### src/sv/tsc_pkg.sv
`timescale 1ns / 1ps
`default_nettype none

package tsc_pkg;

    localparam int QUEUE_W      = 2;
    localparam int TENANT_W     = 8;
    localparam int LEN_W        = 16;
    localparam int CYC_W        = 32;
    localparam int CNT_W        = 7;
    localparam int BYTES_W      = 22;
    localparam int SLOT_BYTES_W = 23;
    localparam int ACT_W        = 9;
    localparam int PPW_W        = 16;
    localparam int FLUSH_BATCH  = 64;

    localparam logic [ACT_W-1:0] ACTIVE_TENANTS_RST     = 9'd256;
    localparam logic [PPW_W-1:0] PACKETS_PER_WAKEUP_RST = 16'd64;

    // register index = paddr[2]
    localparam logic CFG_ACTIVE_TENANTS     = 1'b0;
    localparam logic CFG_PACKETS_PER_WAKEUP = 1'b1;

    localparam logic CMD_DRAIN = 1'b1;

    localparam logic KIND_CONSUME = 1'b0;
    localparam logic KIND_FLUSH   = 1'b1;

    typedef enum logic [1:0] {
        ST_IDLE,
        ST_UPDATE,
        ST_EMIT
    } t_ctrl_state;

    typedef enum logic [1:0] {
        SEL_CHG,
        SEL_CONS,
        SEL_BATCH,
        SEL_DRAIN
    } t_emit_sel;

    typedef struct packed {
        logic      capture;
        logic      update;
        logic      emit;
        t_emit_sel sel;
        logic      scan_step;
    } t_dp_cmd;

    typedef struct packed {
        logic pend_chg;
        logic pend_cons;
        logic pend_batch;
        logic pend_drain;
        logic cur_flush;
        logic scan_last;
        logic out_free;
    } t_dp_stat;

endpackage

`default_nettype wire

### src/sv/tenant_stats_coalescer_core.sv
// Per-tenant packet statistics coalescer.
// Input channel (i_valid/o_ready): one transaction per packet-done event or
// drain command. Output channel (o_valid/i_ready): zero or more records per transaction,
// o_last set on the final record that an input transaction causes; a
// transaction that causes no record produces nothing on the output.
// Timing: one transaction is worked at a time. A packet event is captured,
// then its slot is updated, then its tenant-change, consumption and batch
// records go out in that order before the next transaction is accepted.
// A drain (command or automatic) walks the slots one per cycle through a
// single slot port while the output register is free, its flush records
// going out in step; slots with nothing to flush do not wait on the output.
// Records leave through one output register. When the receiver stalls, the
// sequencer holds at the next record until that register frees; the next
// input transaction is accepted while the final record still waits.
// Registers on the APB port: 0x0 active_tenants (9 bits, reset 256),
// 0x4 packets_per_wakeup (16 bits, reset 64). Write them only while idle.
// Reset (synchronous, active low) empties all slots, zeroes the packet
// counter and restores the register defaults.
`timescale 1ns / 1ps
`default_nettype none

module tenant_stats_coalescer_core #(
    parameter int QUEUES = 4
) (
    input  wire logic                          i_clk,
    input  wire logic                          i_rst_n,
    input  wire logic                          i_valid,
    output logic                               o_ready,
    input  wire logic                          i_cmd,
    input  wire logic [tsc_pkg::QUEUE_W-1:0]   i_queue,
    input  wire logic [tsc_pkg::TENANT_W-1:0]  i_tenant,
    input  wire logic                          i_was_forwarded,
    input  wire logic [tsc_pkg::LEN_W-1:0]     i_packet_length,
    input  wire logic [tsc_pkg::CYC_W-1:0]     i_cycles_spent,
    output logic                               o_valid,
    input  wire logic                          i_ready,
    output logic                               o_record_kind,
    output logic [tsc_pkg::TENANT_W-1:0]       o_record_tenant,
    output logic [tsc_pkg::CNT_W-1:0]          o_forwarded_count,
    output logic [tsc_pkg::CNT_W-1:0]          o_dropped_count,
    output logic [tsc_pkg::BYTES_W-1:0]        o_byte_count,
    output logic [tsc_pkg::CYC_W-1:0]          o_cycle_count,
    output logic                               o_last,
    input  wire logic                          psel,
    input  wire logic                          penable,
    input  wire logic                          pwrite,
    input  wire logic [2:0]                    paddr,
    input  wire logic [31:0]                   pwdata,
    output logic [31:0]                        prdata,
    output logic                               pready
);
    import tsc_pkg::*;

    logic [ACT_W-1:0] r_active_tenants;
    logic [PPW_W-1:0] r_packets_per_wakeup;
    logic             cfg_write;
    t_dp_cmd          w_ctl;
    t_dp_stat         w_stat;

    assign pready    = 1'b1;
    assign cfg_write = psel && penable && pwrite && pready;

    always_ff @(posedge i_clk) begin
        if (!i_rst_n) begin
            r_active_tenants     <= ACTIVE_TENANTS_RST;
            r_packets_per_wakeup <= PACKETS_PER_WAKEUP_RST;
        end else if (cfg_write) begin
            unique case (paddr[2])
                CFG_ACTIVE_TENANTS:     r_active_tenants     <= pwdata[ACT_W-1:0];
                CFG_PACKETS_PER_WAKEUP: r_packets_per_wakeup <= pwdata[PPW_W-1:0];
            endcase
        end
    end

    always_comb begin
        unique case (paddr[2])
            CFG_ACTIVE_TENANTS:     prdata = 32'(r_active_tenants);
            CFG_PACKETS_PER_WAKEUP: prdata = 32'(r_packets_per_wakeup);
        endcase
    end

    tsc_ctrl u_ctrl (
        .i_clk   (i_clk),
        .i_rst_n (i_rst_n),
        .i_valid (i_valid),
        .o_ready (o_ready),
        .i_stat  (w_stat),
        .o_ctl   (w_ctl)
    );

    tsc_datapath #(
        .QUEUES (QUEUES)
    ) u_datapath (
        .i_clk                (i_clk),
        .i_rst_n              (i_rst_n),
        .i_ctl                (w_ctl),
        .o_stat               (w_stat),
        .i_cmd                (i_cmd),
        .i_queue              (i_queue),
        .i_tenant             (i_tenant),
        .i_was_forwarded      (i_was_forwarded),
        .i_packet_length      (i_packet_length),
        .i_cycles_spent       (i_cycles_spent),
        .i_active_tenants     (r_active_tenants),
        .i_packets_per_wakeup (r_packets_per_wakeup),
        .i_ready              (i_ready),
        .o_valid              (o_valid),
        .o_record_kind        (o_record_kind),
        .o_record_tenant      (o_record_tenant),
        .o_forwarded_count    (o_forwarded_count),
        .o_dropped_count      (o_dropped_count),
        .o_byte_count         (o_byte_count),
        .o_cycle_count        (o_cycle_count),
        .o_last               (o_last)
    );

    // a new transaction only enters with nothing left to emit
    a_accept_quiet: assert property (@(posedge i_clk) disable iff (!i_rst_n)
        (i_valid && o_ready) |-> !(w_stat.pend_chg || w_stat.pend_cons
                                   || w_stat.pend_batch || w_stat.pend_drain))
        else $error("transaction accepted with records still pending");

    // a record is only loaded when the output register is free
    a_emit_free: assert property (@(posedge i_clk) disable iff (!i_rst_n)
        w_ctl.emit |-> w_stat.out_free)
        else $error("record loaded over an unconsumed record");

    // the final slot of the walk ends the drain
    a_drain_end: assert property (@(posedge i_clk) disable iff (!i_rst_n)
        (w_ctl.scan_step && w_stat.scan_last) |=> !w_stat.pend_drain)
        else $error("drain still pending after the last slot");

endmodule

`default_nettype wire

### src/sv/tsc_ctrl.sv
`timescale 1ns / 1ps
`default_nettype none

module tsc_ctrl (
    input  wire logic              i_clk,
    input  wire logic              i_rst_n,
    input  wire logic              i_valid,
    output logic                   o_ready,
    input  wire tsc_pkg::t_dp_stat i_stat,
    output tsc_pkg::t_dp_cmd       o_ctl
);
    import tsc_pkg::*;

    t_ctrl_state r_state;
    t_ctrl_state n_state;

    always_ff @(posedge i_clk) begin
        if (!i_rst_n) begin
            r_state <= ST_IDLE;
        end else begin
            r_state <= n_state;
        end
    end

    always_comb begin
        n_state = r_state;
        o_ctl   = '0;
        o_ready = 1'b0;
        unique case (r_state)
            ST_IDLE: begin
                o_ready = 1'b1;
                if (i_valid) begin
                    o_ctl.capture = 1'b1;
                    n_state       = ST_UPDATE;
                end
            end
            ST_UPDATE: begin
                o_ctl.update = 1'b1;
                n_state      = ST_EMIT;
            end
            ST_EMIT: begin
                // records go out in order: tenant change, consumption, batch, drain
                priority if (i_stat.pend_chg) begin
                    o_ctl.sel  = SEL_CHG;
                    o_ctl.emit = i_stat.out_free;
                end else if (i_stat.pend_cons) begin
                    o_ctl.sel  = SEL_CONS;
                    o_ctl.emit = i_stat.out_free;
                end else if (i_stat.pend_batch) begin
                    o_ctl.sel  = SEL_BATCH;
                    o_ctl.emit = i_stat.out_free;
                end else if (i_stat.pend_drain) begin
                    // slots with nothing to flush are cleared without waiting on the output
                    o_ctl.sel       = SEL_DRAIN;
                    o_ctl.emit      = i_stat.cur_flush & i_stat.out_free;
                    o_ctl.scan_step = !i_stat.cur_flush | i_stat.out_free;
                end else begin
                    n_state = ST_IDLE;
                end
            end
            default: begin
                n_state = ST_IDLE;
            end
        endcase
    end

endmodule

`default_nettype wire

### src/sv/tsc_datapath.sv
`timescale 1ns / 1ps
`default_nettype none

module tsc_datapath #(
    parameter int QUEUES = 4
) (
    input  wire logic                          i_clk,
    input  wire logic                          i_rst_n,
    input  wire tsc_pkg::t_dp_cmd              i_ctl,
    output tsc_pkg::t_dp_stat                  o_stat,
    input  wire logic                          i_cmd,
    input  wire logic [tsc_pkg::QUEUE_W-1:0]   i_queue,
    input  wire logic [tsc_pkg::TENANT_W-1:0]  i_tenant,
    input  wire logic                          i_was_forwarded,
    input  wire logic [tsc_pkg::LEN_W-1:0]     i_packet_length,
    input  wire logic [tsc_pkg::CYC_W-1:0]     i_cycles_spent,
    input  wire logic [tsc_pkg::ACT_W-1:0]     i_active_tenants,
    input  wire logic [tsc_pkg::PPW_W-1:0]     i_packets_per_wakeup,
    input  wire logic                          i_ready,
    output logic                               o_valid,
    output logic                               o_record_kind,
    output logic [tsc_pkg::TENANT_W-1:0]       o_record_tenant,
    output logic [tsc_pkg::CNT_W-1:0]          o_forwarded_count,
    output logic [tsc_pkg::CNT_W-1:0]          o_dropped_count,
    output logic [tsc_pkg::BYTES_W-1:0]        o_byte_count,
    output logic [tsc_pkg::CYC_W-1:0]          o_cycle_count,
    output logic                               o_last
);
    import tsc_pkg::*;

    localparam int QW = (QUEUES > 1) ? $clog2(QUEUES) : 1;

    // captured transaction
    logic                    r_cmd;
    logic [QUEUE_W-1:0]      r_queue;
    logic [TENANT_W-1:0]     r_tenant;
    logic                    r_fwd;
    logic [LEN_W-1:0]        r_len;
    logic [CYC_W-1:0]        r_cyc;

    // per-queue coalescing slots
    logic [TENANT_W-1:0]     r_slot_tenant [QUEUES];
    logic                    r_slot_valid  [QUEUES];
    logic [CNT_W-1:0]        r_slot_fwd    [QUEUES];
    logic [CNT_W-1:0]        r_slot_drop   [QUEUES];
    logic [SLOT_BYTES_W-1:0] r_slot_bytes  [QUEUES];

    // staged flush records
    logic [TENANT_W-1:0]     r_chg_tenant;
    logic [CNT_W-1:0]        r_chg_fwd;
    logic [CNT_W-1:0]        r_chg_drop;
    logic [SLOT_BYTES_W-1:0] r_chg_bytes;
    logic [CNT_W-1:0]        r_bat_fwd;
    logic [CNT_W-1:0]        r_bat_drop;
    logic [SLOT_BYTES_W-1:0] r_bat_bytes;

    logic                    r_chg;
    logic                    r_cons;
    logic                    r_batch;
    logic                    r_drain;
    logic [PPW_W-1:0]        r_psw;
    logic [QW-1:0]           r_scan;

    logic                    r_out_valid;
    logic                    r_out_kind;
    logic [TENANT_W-1:0]     r_out_tenant;
    logic [CNT_W-1:0]        r_out_fwd;
    logic [CNT_W-1:0]        r_out_drop;
    logic [BYTES_W-1:0]      r_out_bytes;
    logic [CYC_W-1:0]        r_out_cyc;
    logic                    r_out_last;

    logic [QW-1:0]           addr;
    logic [QUEUES-1:0]       flushable;
    logic                    later_flush;
    logic                    drain_any;
    logic                    scan_last;
    logic                    out_free;
    logic                    do_update;
    logic                    in_range;
    logic                    change;
    logic                    chg_flush;
    logic                    batch;
    logic                    drain_due;
    logic [TENANT_W-1:0]     old_tenant;
    logic                    old_valid;
    logic [CNT_W-1:0]        old_fwd;
    logic [CNT_W-1:0]        old_drop;
    logic [SLOT_BYTES_W-1:0] old_bytes;
    logic [CNT_W-1:0]        base_fwd;
    logic [CNT_W-1:0]        base_drop;
    logic [SLOT_BYTES_W-1:0] base_bytes;
    logic [CNT_W-1:0]        new_fwd;
    logic [CNT_W-1:0]        new_drop;
    logic [SLOT_BYTES_W-1:0] new_bytes;
    logic [PPW_W-1:0]        psw_inc;

    // one slot port: the packet's queue during update, the scan pointer otherwise
    assign addr       = i_ctl.update ? QW'(r_queue) : r_scan;
    assign old_tenant = r_slot_tenant[addr];
    assign old_valid  = r_slot_valid[addr];
    assign old_fwd    = r_slot_fwd[addr];
    assign old_drop   = r_slot_drop[addr];
    assign old_bytes  = r_slot_bytes[addr];

    always_comb begin
        later_flush = 1'b0;
        for (int i = 0; i < QUEUES; i++) begin
            flushable[i] = r_slot_valid[i]
                && ({1'b0, r_slot_tenant[i]} < i_active_tenants)
                && ((r_slot_fwd[i] != '0) || (r_slot_drop[i] != '0));
            if (flushable[i] && (QW'(i) > r_scan)) begin
                later_flush = 1'b1;
            end
        end
    end

    assign drain_any = r_drain && (|flushable);
    assign scan_last = (r_scan == QW'(QUEUES - 1));
    assign out_free  = !r_out_valid || i_ready;

    assign do_update  = i_ctl.update && (r_cmd != CMD_DRAIN);
    assign in_range   = (int'(r_queue) < QUEUES) && ({1'b0, r_tenant} < i_active_tenants);
    assign change     = !old_valid || (old_tenant != r_tenant);
    assign chg_flush  = change && flushable[addr];
    assign base_fwd   = change ? '0 : old_fwd;
    assign base_drop  = change ? '0 : old_drop;
    assign base_bytes = change ? '0 : old_bytes;
    assign new_fwd    = base_fwd + CNT_W'(r_fwd);
    assign new_drop   = base_drop + CNT_W'(!r_fwd);
    assign new_bytes  = r_fwd ? (base_bytes + SLOT_BYTES_W'(r_len)) : base_bytes;
    assign batch      = ((8'(new_fwd) + 8'(new_drop)) >= 8'(FLUSH_BATCH));
    assign psw_inc    = r_psw + PPW_W'(1);
    assign drain_due  = (psw_inc >= i_packets_per_wakeup);

    always_ff @(posedge i_clk) begin
        if (i_ctl.capture) begin
            r_cmd    <= i_cmd;
            r_queue  <= i_queue;
            r_tenant <= i_tenant;
            r_fwd    <= i_was_forwarded;
            r_len    <= i_packet_length;
            r_cyc    <= i_cycles_spent;
        end
        if (do_update) begin
            r_chg_tenant <= old_tenant;
            r_chg_fwd    <= old_fwd;
            r_chg_drop   <= old_drop;
            r_chg_bytes  <= old_bytes;
            r_bat_fwd    <= new_fwd;
            r_bat_drop   <= new_drop;
            r_bat_bytes  <= new_bytes;
        end
    end

    always_ff @(posedge i_clk) begin
        if (!i_rst_n) begin
            for (int i = 0; i < QUEUES; i++) begin
                r_slot_tenant[i] <= '0;
                r_slot_valid[i]  <= 1'b0;
                r_slot_fwd[i]    <= '0;
                r_slot_drop[i]   <= '0;
                r_slot_bytes[i]  <= '0;
            end
        end else begin
            for (int i = 0; i < QUEUES; i++) begin
                if (do_update && in_range && (QW'(i) == addr)) begin
                    r_slot_tenant[i] <= r_tenant;
                    r_slot_valid[i]  <= 1'b1;
                    r_slot_fwd[i]    <= batch ? '0 : new_fwd;
                    r_slot_drop[i]   <= batch ? '0 : new_drop;
                    r_slot_bytes[i]  <= batch ? '0 : new_bytes;
                end else if (i_ctl.scan_step && (QW'(i) == addr)) begin
                    r_slot_tenant[i] <= '0;
                    r_slot_valid[i]  <= 1'b0;
                    r_slot_fwd[i]    <= '0;
                    r_slot_drop[i]   <= '0;
                    r_slot_bytes[i]  <= '0;
                end
            end
        end
    end

    always_ff @(posedge i_clk) begin
        if (!i_rst_n) begin
            r_chg   <= 1'b0;
            r_cons  <= 1'b0;
            r_batch <= 1'b0;
            r_drain <= 1'b0;
            r_psw   <= '0;
            r_scan  <= '0;
        end else begin
            if (i_ctl.capture) begin
                r_drain <= (i_cmd == CMD_DRAIN);
            end
            if (do_update) begin
                r_chg   <= in_range && chg_flush;
                r_cons  <= in_range && r_fwd;
                r_batch <= in_range && batch;
                r_psw   <= psw_inc;
                r_drain <= drain_due;
            end
            if (i_ctl.emit) begin
                unique case (i_ctl.sel)
                    SEL_CHG:   r_chg   <= 1'b0;
                    SEL_CONS:  r_cons  <= 1'b0;
                    SEL_BATCH: r_batch <= 1'b0;
                    SEL_DRAIN: ;
                endcase
            end
            if (i_ctl.scan_step) begin
                if (scan_last) begin
                    r_scan  <= '0;
                    r_drain <= 1'b0;
                    r_psw   <= '0;
                end else begin
                    r_scan <= r_scan + QW'(1);
                end
            end
        end
    end

    always_ff @(posedge i_clk) begin
        if (!i_rst_n) begin
            r_out_valid <= 1'b0;
        end else if (i_ctl.emit) begin
            r_out_valid <= 1'b1;
        end else if (i_ready) begin
            r_out_valid <= 1'b0;
        end
    end

    always_ff @(posedge i_clk) begin
        if (i_ctl.emit) begin
            unique case (i_ctl.sel)
                SEL_CHG: begin
                    r_out_kind   <= KIND_FLUSH;
                    r_out_tenant <= r_chg_tenant;
                    r_out_fwd    <= r_chg_fwd;
                    r_out_drop   <= r_chg_drop;
                    r_out_bytes  <= r_chg_bytes[BYTES_W-1:0];
                    r_out_cyc    <= '0;
                    r_out_last   <= !(r_cons || r_batch || drain_any);
                end
                SEL_CONS: begin
                    r_out_kind   <= KIND_CONSUME;
                    r_out_tenant <= r_tenant;
                    r_out_fwd    <= '0;
                    r_out_drop   <= '0;
                    r_out_bytes  <= BYTES_W'(r_len);
                    r_out_cyc    <= r_cyc;
                    r_out_last   <= !(r_batch || drain_any);
                end
                SEL_BATCH: begin
                    r_out_kind   <= KIND_FLUSH;
                    r_out_tenant <= r_tenant;
                    r_out_fwd    <= r_bat_fwd;
                    r_out_drop   <= r_bat_drop;
                    r_out_bytes  <= r_bat_bytes[BYTES_W-1:0];
                    r_out_cyc    <= '0;
                    r_out_last   <= !drain_any;
                end
                SEL_DRAIN: begin
                    r_out_kind   <= KIND_FLUSH;
                    r_out_tenant <= old_tenant;
                    r_out_fwd    <= old_fwd;
                    r_out_drop   <= old_drop;
                    r_out_bytes  <= old_bytes[BYTES_W-1:0];
                    r_out_cyc    <= '0;
                    r_out_last   <= !later_flush;
                end
            endcase
        end
    end

    assign o_stat.pend_chg   = r_chg;
    assign o_stat.pend_cons  = r_cons;
    assign o_stat.pend_batch = r_batch;
    assign o_stat.pend_drain = r_drain;
    assign o_stat.cur_flush  = flushable[r_scan];
    assign o_stat.scan_last  = scan_last;
    assign o_stat.out_free   = out_free;

    assign o_valid           = r_out_valid;
    assign o_record_kind     = r_out_kind;
    assign o_record_tenant   = r_out_tenant;
    assign o_forwarded_count = r_out_fwd;
    assign o_dropped_count   = r_out_drop;
    assign o_byte_count      = r_out_bytes;
    assign o_cycle_count     = r_out_cyc;
    assign o_last            = r_out_last;

endmodule

`default_nettype wire
### config.mk
export PLATFORM = sky130hd
export DESIGN_NAME = tenant_stats_coalescer_core
export DESIGN_NICKNAME = d
export VERILOG_FILES = /design/src/sv/tsc_pkg.sv /design/src/sv/tenant_stats_coalescer_core.sv /design/src/sv/tsc_ctrl.sv /design/src/sv/tsc_datapath.sv
export SDC_FILE = /design/constraint.sdc
export NUM_CORES = 1
export LEC_CHECK = 0
export BUFFER_PORTS_ARGS = -buffer_cell sky130_fd_sc_hd__buf_2
export CORE_UTILIZATION = 30
export DETAILED_ROUTE_END_ITERATION = 12
export PLACE_DENSITY_LB_ADDON = 0.08
export SYNTH_ARGS = -nofsm -noshare
export SYNTH_HDL_FRONTEND = slang
export SYNTH_SLANG_ARGS = --single-unit
### constraint.sdc
create_clock -name i_clk -period 10 [get_ports i_clk]
set_input_delay 1 -clock i_clk [delete_from_list [all_inputs] [get_ports i_clk]]
set_output_delay 1 -clock i_clk [all_outputs]
set_load 0.01 [all_outputs]
# Word level (Yosys, flattened, before mapping)
# Memories as Yosys holds them, arrays and structs flattened.
# Index checks and enable logic that the tools add are counted.
[op_classes]
reduce_logical = 64
mux = 130
n_eq_ne = 15
n_lt_le_gt_ge = 13
add_sub_neg = 6
bitwise = 44
[ops]
columns = ["op", "count"]
rows = [
  ["$mux 23", 11],
  ["$mux 7", 20],
  ["$pmux 32 s2", 2],
  ["$pmux 22 s4", 1],
  ["$mux 1", 65],
  ["$mux 8", 8],
  ["$pmux 7 s4", 2],
  ["$reduce_bool 7->1", 8],
  ["$mux 16", 3],
  ["$lt 8x9->1", 5],
  ["$or 1x1->1", 41],
  ["$logic_and 1x1->1", 29],
  ["$pmux 8 s3", 1],
  ["$add 23x16->23", 1],
  ["$add 16x1->16 const B", 1],
  ["$ge 16x16->1", 1],
  ["$add 7x1->7", 2],
  ["$mux 2", 7],
  ["$ne 2x2->1 const B", 5],
  ["$logic_or 1x1->1", 9],
  ["$mux 3", 3],
  ["$add 7x7->8", 1],
  ["$eq 2x2->1 const B", 4],
  ["$ge 8x7->1 const B", 1],
  ["23 further kinds", 41],
]
[word_totals]
elab_cells = 307
out_inout_bits = 113
n_memories = 5
inputBits = 102
ram_bits = 184
reg_bits = 268
[memory_table]
columns = ["name", "words", "width", "rd", "rd_clocked_by_memory_dff", "write_ports", "line", "rtl"]
rows = [
  ["u_datapath.r_slot_bytes", 4, 23, 1, 0, 4, "tsc_datapath.sv:46", "logic [SLOT_BYTES_W-1:0] r_slot_bytes [QUEUES];"],
  ["u_datapath.r_slot_tenant", 4, 8, 5, 0, 4, "tsc_datapath.sv:42", "logic [TENANT_W-1:0] r_slot_tenant [QUEUES];"],
  ["u_datapath.r_slot_drop", 4, 7, 5, 0, 4, "tsc_datapath.sv:45", "logic [CNT_W-1:0] r_slot_drop [QUEUES];"],
  ["u_datapath.r_slot_fwd", 4, 7, 5, 0, 4, "tsc_datapath.sv:44", "logic [CNT_W-1:0] r_slot_fwd [QUEUES];"],
  ["u_datapath.r_slot_valid", 4, 1, 5, 0, 4, "tsc_datapath.sv:43", "logic r_slot_valid [QUEUES];"],
]

# Longest topological paths before layout
# Gate-level depths: netlist of the first run.
# An unclocked memory read counts as a cell.
[logic_depth]
word_depth = 19
depth_mapped = 28
depth_no_buf = 20

# Cells and area by module
# A second synthesis of the first run with hierarchy kept.
[unflattened]
hier_cells = 1926
hier_area_um2 = 22396.5
[modules_own_cells]
columns = ["module", "cells_each", "area_per_inst_um2", "n_inst", "seq_area_each_um2"]
rows = [
  ["tsc_datapath", 1765, 20917.6, 1, 12381.9],
  ["tenant_stats_coalescer_core", 141, 1306.3, 1, 500.5],
  ["tsc_ctrl", 20, 172.7, 1, 40.0],
]

# Least setup slack after synthesis of the first run
# OpenSTA, ideal clock, no wires.
[synth_path]
path_kind = "reg-to-reg"
startpoint = "register r_active_tenants[5]"
endpoint = "register u_datapath.r_chg"
path_stages_with_launch = 11
n_path_buf = 0
synth_period_minus_slack_ps = 8172
t_arrival_ps = 7785
setup_slack_ps = 1828
required_ps = 9613
setup_time_ps = 387
cell_sequence = "dfxtp_1 > inv_1 > ha_1 > a21o_1 > a221oi_1 > o21ai_0 > a221oi_1 > mux4_2 > a21oi_1 > nor3_1 > a22oi_1"
[synth_lines]
columns = ["element", "line", "rtl"]
rows = [
  ["start: declaration", "tenant_stats_coalescer_core.sv:54", "logic [ACT_W-1:0] r_active_tenants;"],
  ["start signal: assignment", "tenant_stats_coalescer_core.sv:69", "CFG_ACTIVE_TENANTS: r_active_tenants <= pwdata[ACT_W-1:0];"],
  ["end signal: assignment", "tsc_datapath.sv:197", "r_chg <= in_range && chg_flush;"],
  ["end: declaration", "tsc_datapath.sv:57", "logic r_chg;"],
]

==> results.json, run 1 <==
{
  "slew_headroom": 0.195,
  "critPathMostFrequentCell": "buf_4",
  "layout_common_cells": "edfxtp_1 (395), buf_2 (179), nand2_1 (176)",
  "grt_max_degree": 77,
  "crit_type": "flop to flop",
  "path_cells": "nor2b_1 > buf_4 > mux2i_2 > buf_4 > a2111oi_0 > o21ai_0 > nand3_1 > nand4b_1 > buf_4 > nor2_1 > ha_1 > inv_1 > a2111oi_1 > o21a_1 > a21oi_1 > nor3b_1 > ha_1 > a21oi_1 > maj3_1 > o21bai_2 > buf_4 > or3_1 > nor3_2",
  "drv_slew": 0,
  "dpl.hpwl_um": 42400,
  "numPortBuffers": 179,
  "crit_required_ns": 10.32,
  "worst_path_largest_cell_delay_ns": 0.72,
  "regArea_mm2": 0.0129,
  "vias_per_cell": 5.03,
  "pwr_density_cell_mw_per_mm2": 167,
  "fillers": 7136,
  "hp-class": "flop to flop",
  "yosysWarnings": 0,
  "placedCellCount": 2837,
  "top_layer": "met4",
  "fin_nets": 2130,
  "design_area_mm2": 0.0253,
  "grt_pass1_wl_um": 97300,
  "rows": 98,
  "clock-sinks": 448,
  "htreeDepth": 2,
  "met1_length_um": 31400,
  "drc": 0,
  "ir_worst_vdd_mv": 0.120,
  "num_vias": 14700,
  "critPathMaxFanout": 29,
  "layout-drive-gt1-share": 0.196,
  "coreArea_mm2": 0.0716,
  "overflow": 0,
  "synth_top_area_share": 0.545,
  "cts_tree": "done",
  "fin_worst_skew_ns": 0.0246,
  "hold_viol_final": 0,
  "endpoint_kind": "flop",
  "wl_per_cell_um": 22.3,
  "dr_wl_met3_um": 3140,
  "drv_cap": 0,
  "status": "completed",
  "cp.arrival_ns": 7.74,
  "startpoint_type": "flop",
  "ys_top_cells_by_area": "edfxtp_1 (54%), ha_1 (4.9%), dfxtp_1 (4.9%)",
  "power_leakage_nw": 9.30,
  "ys_types": 82,
  "worstSkewPairLatency_ns": 0.61,
  "postRouteWirelength_um": 65300,
  "syn_to_final_growth_pct": 16.0,
  "cpMaxStageDelayCell": "mux2i_2",
  "synth-seq-cells": 448,
  "synth.avg_cell_area_um2": 12.3,
  "final_common_cell": "edfxtp_1",
  "synth_area_leader_cell": "edfxtp_1",
  "drtPass1Iterations": 5,
  "postCtsHoldBufs": 0,
  "multi_input_area_mm2": 0.00824,
  "period_needed_ns": 7.42,
  "cts_buffers": 52,
  "final_antenna_net_count": 0,
  "synth_edf_count": 395,
  "ys_async_sr_fraction": 0,
  "io_pins": 215,
  "grt_use_total": 0.174,
  "grt_pass1_vias": 14800,
  "ys_seq_area_frac": 0.593,
  "root_buffer": "clkbuf_16",
  "die_h_um": 271,
  "setup_viol": 0,
  "antenna_found_initial": 0,
  "detailedRoute.firstIterationViolations": 941,
  "postPlaceCellArea_mm2": 0.0237,
  "initial_core_util": 0.304,
  "met2WireLength_um": 29800,
  "cts.repair.resized": 0,
  "fin_setup_tns_ns": 0,
  "layout.cells.non_filler": 2929,
  "synthFlopType": "edfxtp_1",
  "cts_setup_buffers": 0,
  "fmax_mhz": 135,
  "timing.final.crit_share": 0.742,
  "gp_congestion": 0.837,
  "worstMarginPinSlew_ns": 1.20,
  "dieArea_mm2": 0.0737,
  "synth_area_mm2": 0.0218,
  "cts_buffer_depth": 3,
  "path_buf_inv": 5,
  "cpLargestDelayFamily": "compound AO/OA/AOI/OAI gates",
  "clkTransAtPathRegs_ns": 0.06,
  "die_w_um": 271,
  "rsz0062_at_grt": "false",
  "synthCells": 1774
}
## synth_stat cells (32+ instances only)
cell,number
edfxtp_1,395
nand2_1,176
nor2_1,145
ha_1,85
a21oi_1,79
o21ai_0,70
clkbuf_1,56
dfxtp_1,53
and2_1,51
inv_1,51
nor3_1,50
mux4_2,36
nand2b_1,32
## worst paths after layout
| path | start | endpoint | slack, ns | cells after the start |
|---|---|---|---|---|
| max | u_ctrl.r_state[0] | u_datapath.r_slot_bytes[1][18] | 2.58 | 23 |
| min | r_packets_per_wakeup[10] | r_packets_per_wakeup[10] | 0.46 | 2 |
| max reg2reg | u_ctrl.r_state[0] | u_datapath.r_slot_bytes[1][18] | 2.58 | 23 |
| min reg2reg | r_packets_per_wakeup[10] | r_packets_per_wakeup[10] | 0.46 | 2 |
## per-layer routing
layer  track usage  vias up
met5             0        -
met4        0.0347        0
met3        0.0264       68
met2         0.275      346
met1         0.253     7430
li1              -     6895
## flip-flops by register name, summed over array words and instances, names as in the netlist, 9 cells and up
name,cells
r_active_tenants,9
r_packets_per_wakeup,16
u_datapath.o_byte_count,22
u_datapath.o_cycle_count,32
u_datapath.r_bat_bytes,22
u_datapath.r_chg_bytes,22
u_datapath.r_cyc,32
u_datapath.r_len,16
u_datapath.r_psw,16
u_datapath.r_slot_bytes,88
u_datapath.r_slot_drop,28
u_datapath.r_slot_fwd,28
u_datapath.r_slot_tenant,32
## worst reg2reg max path, cell delays in order, from the launching register on
cell and delay, ns:
dfxtp_1 0.61, nor2b_1 0.24, buf_4 0.29, mux2i_2 0.73
buf_4 0.39, a2111oi_0 0.16, o21ai_0 0.18, nand3_1 0.12
nand4b_1 0.19, buf_4 0.27, nor2_1 0.20, ha_1 0.19
inv_1 0.04, a2111oi_1 0.69, o21a_1 0.28, a21oi_1 0.09
nor3b_1 0.53, ha_1 0.26, a21oi_1 0.08, maj3_1 0.38
o21bai_2 0.52, buf_4 0.37, or3_1 0.26, nor3_2 0.07
## power breakdown
part / total (mW) / switching, mW / leakage [nW] / internal (mW)
Sequential: 2.13 / 0.0326 / 4.38 / 2.10
Combinational: 0.286 / 0.187 / 4.14 / 0.0991
Clock: 1.80 / 0.779 / 0.776 / 1.02
## cells by family after synthesis
family                   after synthesis  share of synthesized area
AND/OR/NAND/NOR                      626                      0.146
other                                  2                   0.000345
XOR/XNOR                              59                     0.0237
AO/OA/AOI/OAI                        322                      0.100
flip-flops                           448                      0.593
buffers and inverters                168                     0.0350
multiplexers                          61                     0.0497
adder cells (fa/ha/maj)               88                     0.0511
## through the flow
step | hold WS [ns] | power [mW] | util | worst slack, ns
finish | 0.455 | 4.22 | 0.353 | 2.58
global route | 0.478 | 4.37 | 0.353 | 2.13
CTS | 0.455 | 4.28 | 0.353 | 2.61
detailed placement | 0.447 | 2.46 | 0.331 | 2.64
global placement | 0.443 | 2.46 | 0.331 | 2.68
floorplan | 0.436 | 2.35 | - | 1.83
## final cells by class
class | count | share of cell area
antenna | 1 | 0.0000990
clock buffer | 70 | 0.0562
clock inverter | 21 | 0.00624
inverter | 57 | 0.00852
multi-input combinational | 1173 | 0.326
sequential | 448 | 0.511
tap | 950 | 0.0470
timing repair buffer | 209 | 0.0444
Note: power is estimated with default switching activity, not from simulation.
==> run 2, diff against run 1 <==
==> constraint.sdc (replaced) <==
create_clock -name i_clk -period 7.65 [get_ports i_clk]
set_input_delay 0.765 -clock i_clk [delete_from_list [all_inputs] [get_ports i_clk]]
set_output_delay 0.765 -clock i_clk [all_outputs]
set_load 0.01 [all_outputs]
==> run 2 against run 1 <==
  * Register-to-register slack got worse by 1.7 ns
  * Sequential power increased by 31%
  * Worst setup slack got worse by 1.7 ns
  * Critical path type unchanged
  * Critical endpoint is now u_datapath.r_slot_bytes[1][17]
==> results.json, run 2 (synthesized netlist as in run 1, its figures left out) <==
{
  "status": "completed",
  "p_sw_mw": 1.31,
  "path_cells": "nor2b_1 > o21ai_2 > buf_4 > a2111oi_0 > or3_1 > nand3_1 > nand4b_1 > buf_4 > nor2_1 > ha_1 > inv_1 > a2111oi_1 > buf_4 > o21a_1 > xnor2_1 > nor2_1 > ha_1 > and2_1 > o21ai_0 > a211oi_4 > o21ai_4 > buf_12 > nor4_1",
  "overflow": 0,
  "cts.repair.resized": 0,
  "dieArea_mm2": 0.0737,
  "final_core_util": 0.357,
  "sw_frac_of_total": 0.233,
  "pwr_density_cell_mw_per_mm2": 220,
  "clkTransAtPathRegs_ns": 0.06,
  "dpl.hpwl_um": 43400,
  "power_leakage_nw": 9.45,
  "initial_core_util": 0.304,
  "top_register": "u_datapath.r_slot_bytes",
  "worst_path_largest_cell_delay_ns": 0.72,
  "hold_viol_final": 0,
  "worstSkewPairLatency_ns": 0.60,
  "crit_required_ns": 8.04,
  "die_w_um": 271,
  "grt_max_degree": 76,
  "cpLargestDelayFamily": "compound AO/OA/AOI/OAI gates",
  "cp.arrival_ns": 7.17,
  "drtPass1Iterations": 5,
  "power_mw": 5.62,
  "antenna_found_initial": 0,
  "layout_common_cells": "edfxtp_1 (395), buf_2 (179), nand2_1 (176)",
  "final_common_cell": "edfxtp_1",
  "clock-sinks": 448,
  "startpoint_type": "flop",
  "crit_type": "flop to flop",
  "final_antenna_net_count": 0,
  "clkPwrFrac": 0.436,
  "postRouteWirelength_um": 64800,
  "postCtsHoldBufs": 0,
  "root_buffer": "clkbuf_16",
  "critPathMostFrequentCell": "buf_4",
  "htreeDepth": 2,
  "io_pins": 215,
  "numPortBuffers": 179,
  "layout-drive-gt1-share": 0.208,
  "coreArea_mm2": 0.0716,
  "endpoint_kind": "flop",
  "wl_per_cell_um": 22.0,
  "setup_viol": 0,
  "path_buf_inv": 5,
  "ir_worst_vdd_mv": 0.152,
  "cts_setup_buffers": 0,
  "power_frac_seq": 0.496,
  "detailedRoute.firstIterationViolations": 1122,
  "cts_buffers": 50,
  "rsz0062_at_grt": "false",
  "fin_setup_tns_ns": 0,
  "fin_nets": 2149,
  "num_vias": 14700,
  "worstMarginPinSlew_ns": 1.14,
  "grt_pass1_wl_um": 97700,
  "rows": 98,
  "period_needed_ns": 6.78,
  "drv_slew": 0,
  "cpMaxStageDelayCell": "a2111oi_0",
  "grt_use_total": 0.175,
  "fmax_mhz": 147,
  "drc": 0,
  "antennaDiodeCount": 0,
  "syn_to_final_growth_pct": 17.4,
  "timing.final.crit_share": 0.887,
  "drv_cap": 0,
  "critPathMaxFanout": 41,
  "gp_congestion": 0.837,
  "largest_reg_flops": 88,
  "cts_tree": "done",
  "fin_hold_ws_ns": 0.344,
  "fin_worst_skew_ns": 0.0231,
  "slew_headroom": 0.238,
  "hp-class": "input port to flop",
  "vias_per_cell": 4.98,
  "cts_buffer_depth": 3,
  "grt_pass1_vias": 14800,
  "die_h_um": 271,
  "comb_power_share": 0.068,
  "fillers": 7092,
  "p_int_mw": 4.31
}
-- run 2: cell types whose count changed in the layout (fill, tap and decap cells not counted), moves of 4 or more --
cell and delta:
buf_4 +15, buf_12 +6, clkbuf_1 -11, clkinvlp_4 +4, bufinv_16 +6
-- run 2: layout make-up --
type,count,area [um^2],area share
Clock buffer,53,1260,0.0494
Clock inverter,36,372,0.0145
Inverter,57,215,0.00842
Multi-Input combinational cell,1173,8250,0.323
Sequential cell,448,12900,0.506
Tap cell,950,1190,0.0465
Timing Repair Buffer,230,1350,0.0530
-- run 2: path summary, 6_finish.rpt --
path / cells after the start / to / startpoint / slack [ns]
min reg2reg: 2 / r_active_tenants[3] / r_active_tenants[3] / 0.46
max: 23 / u_datapath.r_slot_bytes[1][17] / u_ctrl.r_state[0] / 0.87
max reg2reg: 23 / u_datapath.r_slot_bytes[1][17] / u_ctrl.r_state[0] / 0.87
min: 1 / u_datapath.r_cyc[29] / i_cycles_spent[29] / 0.34
-- run 2: power groups by stage --
stage	sequential (mW)	clock, mW	combinational [mW]
after floorplan	2.83	0	0.241
after global placement	2.84	0	0.384
after detailed placement	2.84	0	0.386
after CTS	2.79	2.53	0.388
after global routing	2.79	2.61	0.421
final	2.79	2.45	0.383
-- run 2: layer usage --
metal	GRT usage	share of wire	vias up
met5	0	0	-
met4	0.0411	0.020	0
met3	0.0270	0.046	78
met2	0.268	0.44	342
met1	0.258	0.49	7320
li1	-	-	6929
-- run 2: through the flow --
step | instance area, um^2 | instances | setup WS, ns
6_report | 25600 | 2947 | 0.865
5_1_grt | 25600 | 2947 | 0.298
4_1_cts | 25600 | 2947 | 0.848
3_5_place_dp | 23900 | 2858 | 0.916
3_3_place_gp | 23900 | 2858 | 0.891
2_1_floorplan | 21800 | 1789 | 1.52
-- run 2: worst reg2reg max path, stage by stage, from the launching register on --
cell	delay, ns
dfxtp_1	0.32
nor2b_1	0.41
o21ai_2	0.30
buf_4	0.24
a2111oi_0	0.72
or3_1	0.21
nand3_1	0.11
nand4b_1	0.59
buf_4	0.39
nor2_1	0.18
ha_1	0.21
inv_1	0.05
a2111oi_1	0.29
buf_4	0.20
o21a_1	0.18
xnor2_1	0.30
nor2_1	0.16
ha_1	0.33
and2_1	0.14
o21ai_0	0.14
a211oi_4	0.39
o21ai_4	0.16
buf_12	0.22
nor4_1	0.35
==> run 3, diff against run 2 <==
--- a/config.mk
+++ b/config.mk
@@ -6,6 +6,7 @@
 export NUM_CORES = 1
 export LEC_CHECK = 0
 export BUFFER_PORTS_ARGS = -buffer_cell sky130_fd_sc_hd__buf_2
+export CORE_ASPECT_RATIO = 1.4
 export CORE_UTILIZATION = 30
 export DETAILED_ROUTE_END_ITERATION = 12
 export PLACE_DENSITY_LB_ADDON = 0.08
==> run 3 against run 2 <==
  * Count of clock-buffer cells in the layout rose by 5
  * Power rose by 2.2%
  * Critical endpoint is now u_datapath.r_slot_bytes[1][18]
  * Sequential share of layout area fell by 0.089 points
  * Largest power group unchanged
  * Core utilization barely moved
  * Fmax rose by 0.56%
==> results.json, run 3 (synthesized netlist as in run 1, its figures left out) <==
{
  "drc": 0,
  "dpl.hpwl_um": 45900,
  "cts_buffers": 50,
  "postPlaceCellArea_mm2": 0.0239,
  "cpLargestDelayFamily": "compound AO/OA/AOI/OAI gates",
  "die_w_um": 230,
  "critPathMaxFanout": 32,
  "antenna_found_initial": 0,
  "dieArea_mm2": 0.0737,
  "hp-class": "input port to flop",
  "cts.repair.resized": 0,
  "fmax_mhz": 148,
  "rsz0062_at_grt": "false",
  "critPathMostFrequentCell": "nor2b_1",
  "drv_slew": 0,
  "hold_start": "i_packet_length[14]",
  "syn_to_final_growth_pct": 17.6,
  "fin_setup_tns_ns": 0,
  "ir_worst_vdd_mv": 0.158,
  "cts_setup_buffers": 0,
  "path_buf_inv": 3,
  "p_int_mw": 4.41,
  "endpoint_kind": "flop",
  "status": "completed",
  "largest_reg_flops": 88,
  "vias_per_cell": 5.02,
  "initial_core_util": 0.304,
  "postRouteWirelength_um": 67800,
  "reg2reg_depth": 22,
  "min_path_cells": 1,
  "power_frac_seq": 0.485,
  "top_register": "u_datapath.r_slot_bytes",
  "worst_path_largest_cell_delay_ns": 0.62,
  "grt_pass1_wl_um": 100000,
  "io_pins": 215,
  "cp.arrival_ns": 7.16,
  "p_sw_mw": 1.33,
  "period_needed_ns": 6.75,
  "sw_frac_of_total": 0.232,
  "root_buffer": "clkbuf_16",
  "grt_pass1_vias": 15100,
  "final_common_cell": "edfxtp_1",
  "design_area_mm2": 0.0256,
  "path_cells": "nor2b_1 > buf_4 > o21ai_2 > mux2i_1 > nor3_1 > nor4_1 > nand4b_1 > buf_4 > nor2b_1 > ha_1 > inv_1 > fa_1 > nor2b_1 > o21ai_0 > a21oi_1 > o2111ai_1 > a21boi_0 > o21bai_1 > a21boi_0 > xnor2_1 > or3_1 > nor3_2",
  "cpMaxStageDelayCell": "dfxtp_1",
  "layout-drive-gt1-share": 0.208,
  "setup_viol": 0,
  "crit_required_ns": 8.07,
  "gp_congestion": 0.853,
  "drtPass1Iterations": 4,
  "grt_use_total": 0.183,
  "overflow": 0,
  "drv_cap": 0,
  "power_leakage_nw": 9.49,
  "hold_viol_final": 0,
  "rows": 116,
  "power_mw": 5.74,
  "min_to": "u_datapath.r_len[14]",
  "wl_per_cell_um": 23.0,
  "pwr_density_cell_mw_per_mm2": 224,
  "cts_tree": "done",
  "crit_type": "flop to flop",
  "antennaDiodeCount": 0,
  "detailedRoute.firstIterationViolations": 886,
  "fin_worst_skew_ns": 0.0174,
  "comb_power_share": 0.067,
  "rr_startpoint": "u_ctrl.r_state[1]",
  "slew_headroom": 0.282,
  "num_vias": 14800,
  "clkTransAtPathRegs_ns": 0.06,
  "startpoint_type": "flop",
  "rrSetupSlack_ns": 0.90,
  "clkPwrFrac": 0.448,
  "timing.final.crit_share": 0.882,
  "grt_max_degree": 71,
  "postCtsHoldBufs": 0,
  "worstMarginPinSlew_ns": 1.08,
  "htreeDepth": 2,
  "clock-sinks": 448,
  "fin_nets": 2146,
  "numPortBuffers": 179,
  "coreArea_mm2": 0.0717,
  "worstSkewPairLatency_ns": 0.60,
  "cts_buffer_depth": 3,
  "worstReg2RegEnd": "u_datapath.r_slot_bytes[1][18]",
  "layout_common_cells": "edfxtp_1 (395), buf_2 (179), nand2_1 (176)",
  "crit_start": "u_ctrl.r_state[1]",
  "final_antenna_net_count": 0,
  "die_h_um": 321
}
[run 3: changes by cell type in the layout (fill, tap and decap cells not counted), moves of 2 or more]
cell / before / now
clkinvlp_4: 4 / 0
bufinv_16: 7 / 9
buf_12: 6 / 4
clkbuf_1: 3 / 6
[run 3: cell type report]
class                      count  area [um^2]
fill                        7104        46100
sequential                   448        12900
multi-input combinational   1173         8250
clock buffer                  58         1310
timing repair buffer         227         1310
tap                          944         1180
clock inverter                36          420
inverter                      57          216
[run 3: power by group through the flow]
stage | logic [mW] | clock network, mW | registers [mW]
6_report | 0.384 | 2.57 | 2.79
5_1_grt | 0.419 | 2.73 | 2.79
4_1_cts | 0.393 | 2.65 | 2.79
3_5_place_dp | 0.391 | 0 | 2.84
3_3_place_gp | 0.389 | 0 | 2.84
2_1_floorplan | 0.241 | 0 | 2.83
[run 3: how the worst max path moves through the flow]
stage,endpoint,slack (ns),depth (start not counted)
after floorplan,u_datapath.r_slot_bytes[3][0],1.52,11
after global placement,u_datapath.r_slot_bytes[1][18],1.05,22
after detailed placement,u_datapath.r_slot_bytes[1][15],0.93,22
after CTS,u_datapath.r_slot_drop[1][1],0.90,22
after global routing,u_datapath.r_slot_bytes[1][18],0.47,22
final,u_datapath.r_slot_bytes[1][18],0.90,22
[run 3: per-layer routing]
layer	track usage	up-vias	share of wire
met3	0.0237	108	0.040
li1	-	6931	-
met5	0	-	0
met4	0.0580	0	0.030
met2	0.348	374	0.54
met1	0.209	7374	0.39
[run 3: through the flow]
step	util	setup slack, ns	std cells	hold WS (ns)
after floorplan	-	1.52	1789	0.436
final	0.357	0.903	2943	0.334
after detailed placement	0.333	0.932	2849	0.448
after CTS	0.357	0.897	2943	0.289
after global placement	0.333	1.05	2849	0.443
after global routing	0.357	0.467	2943	0.301
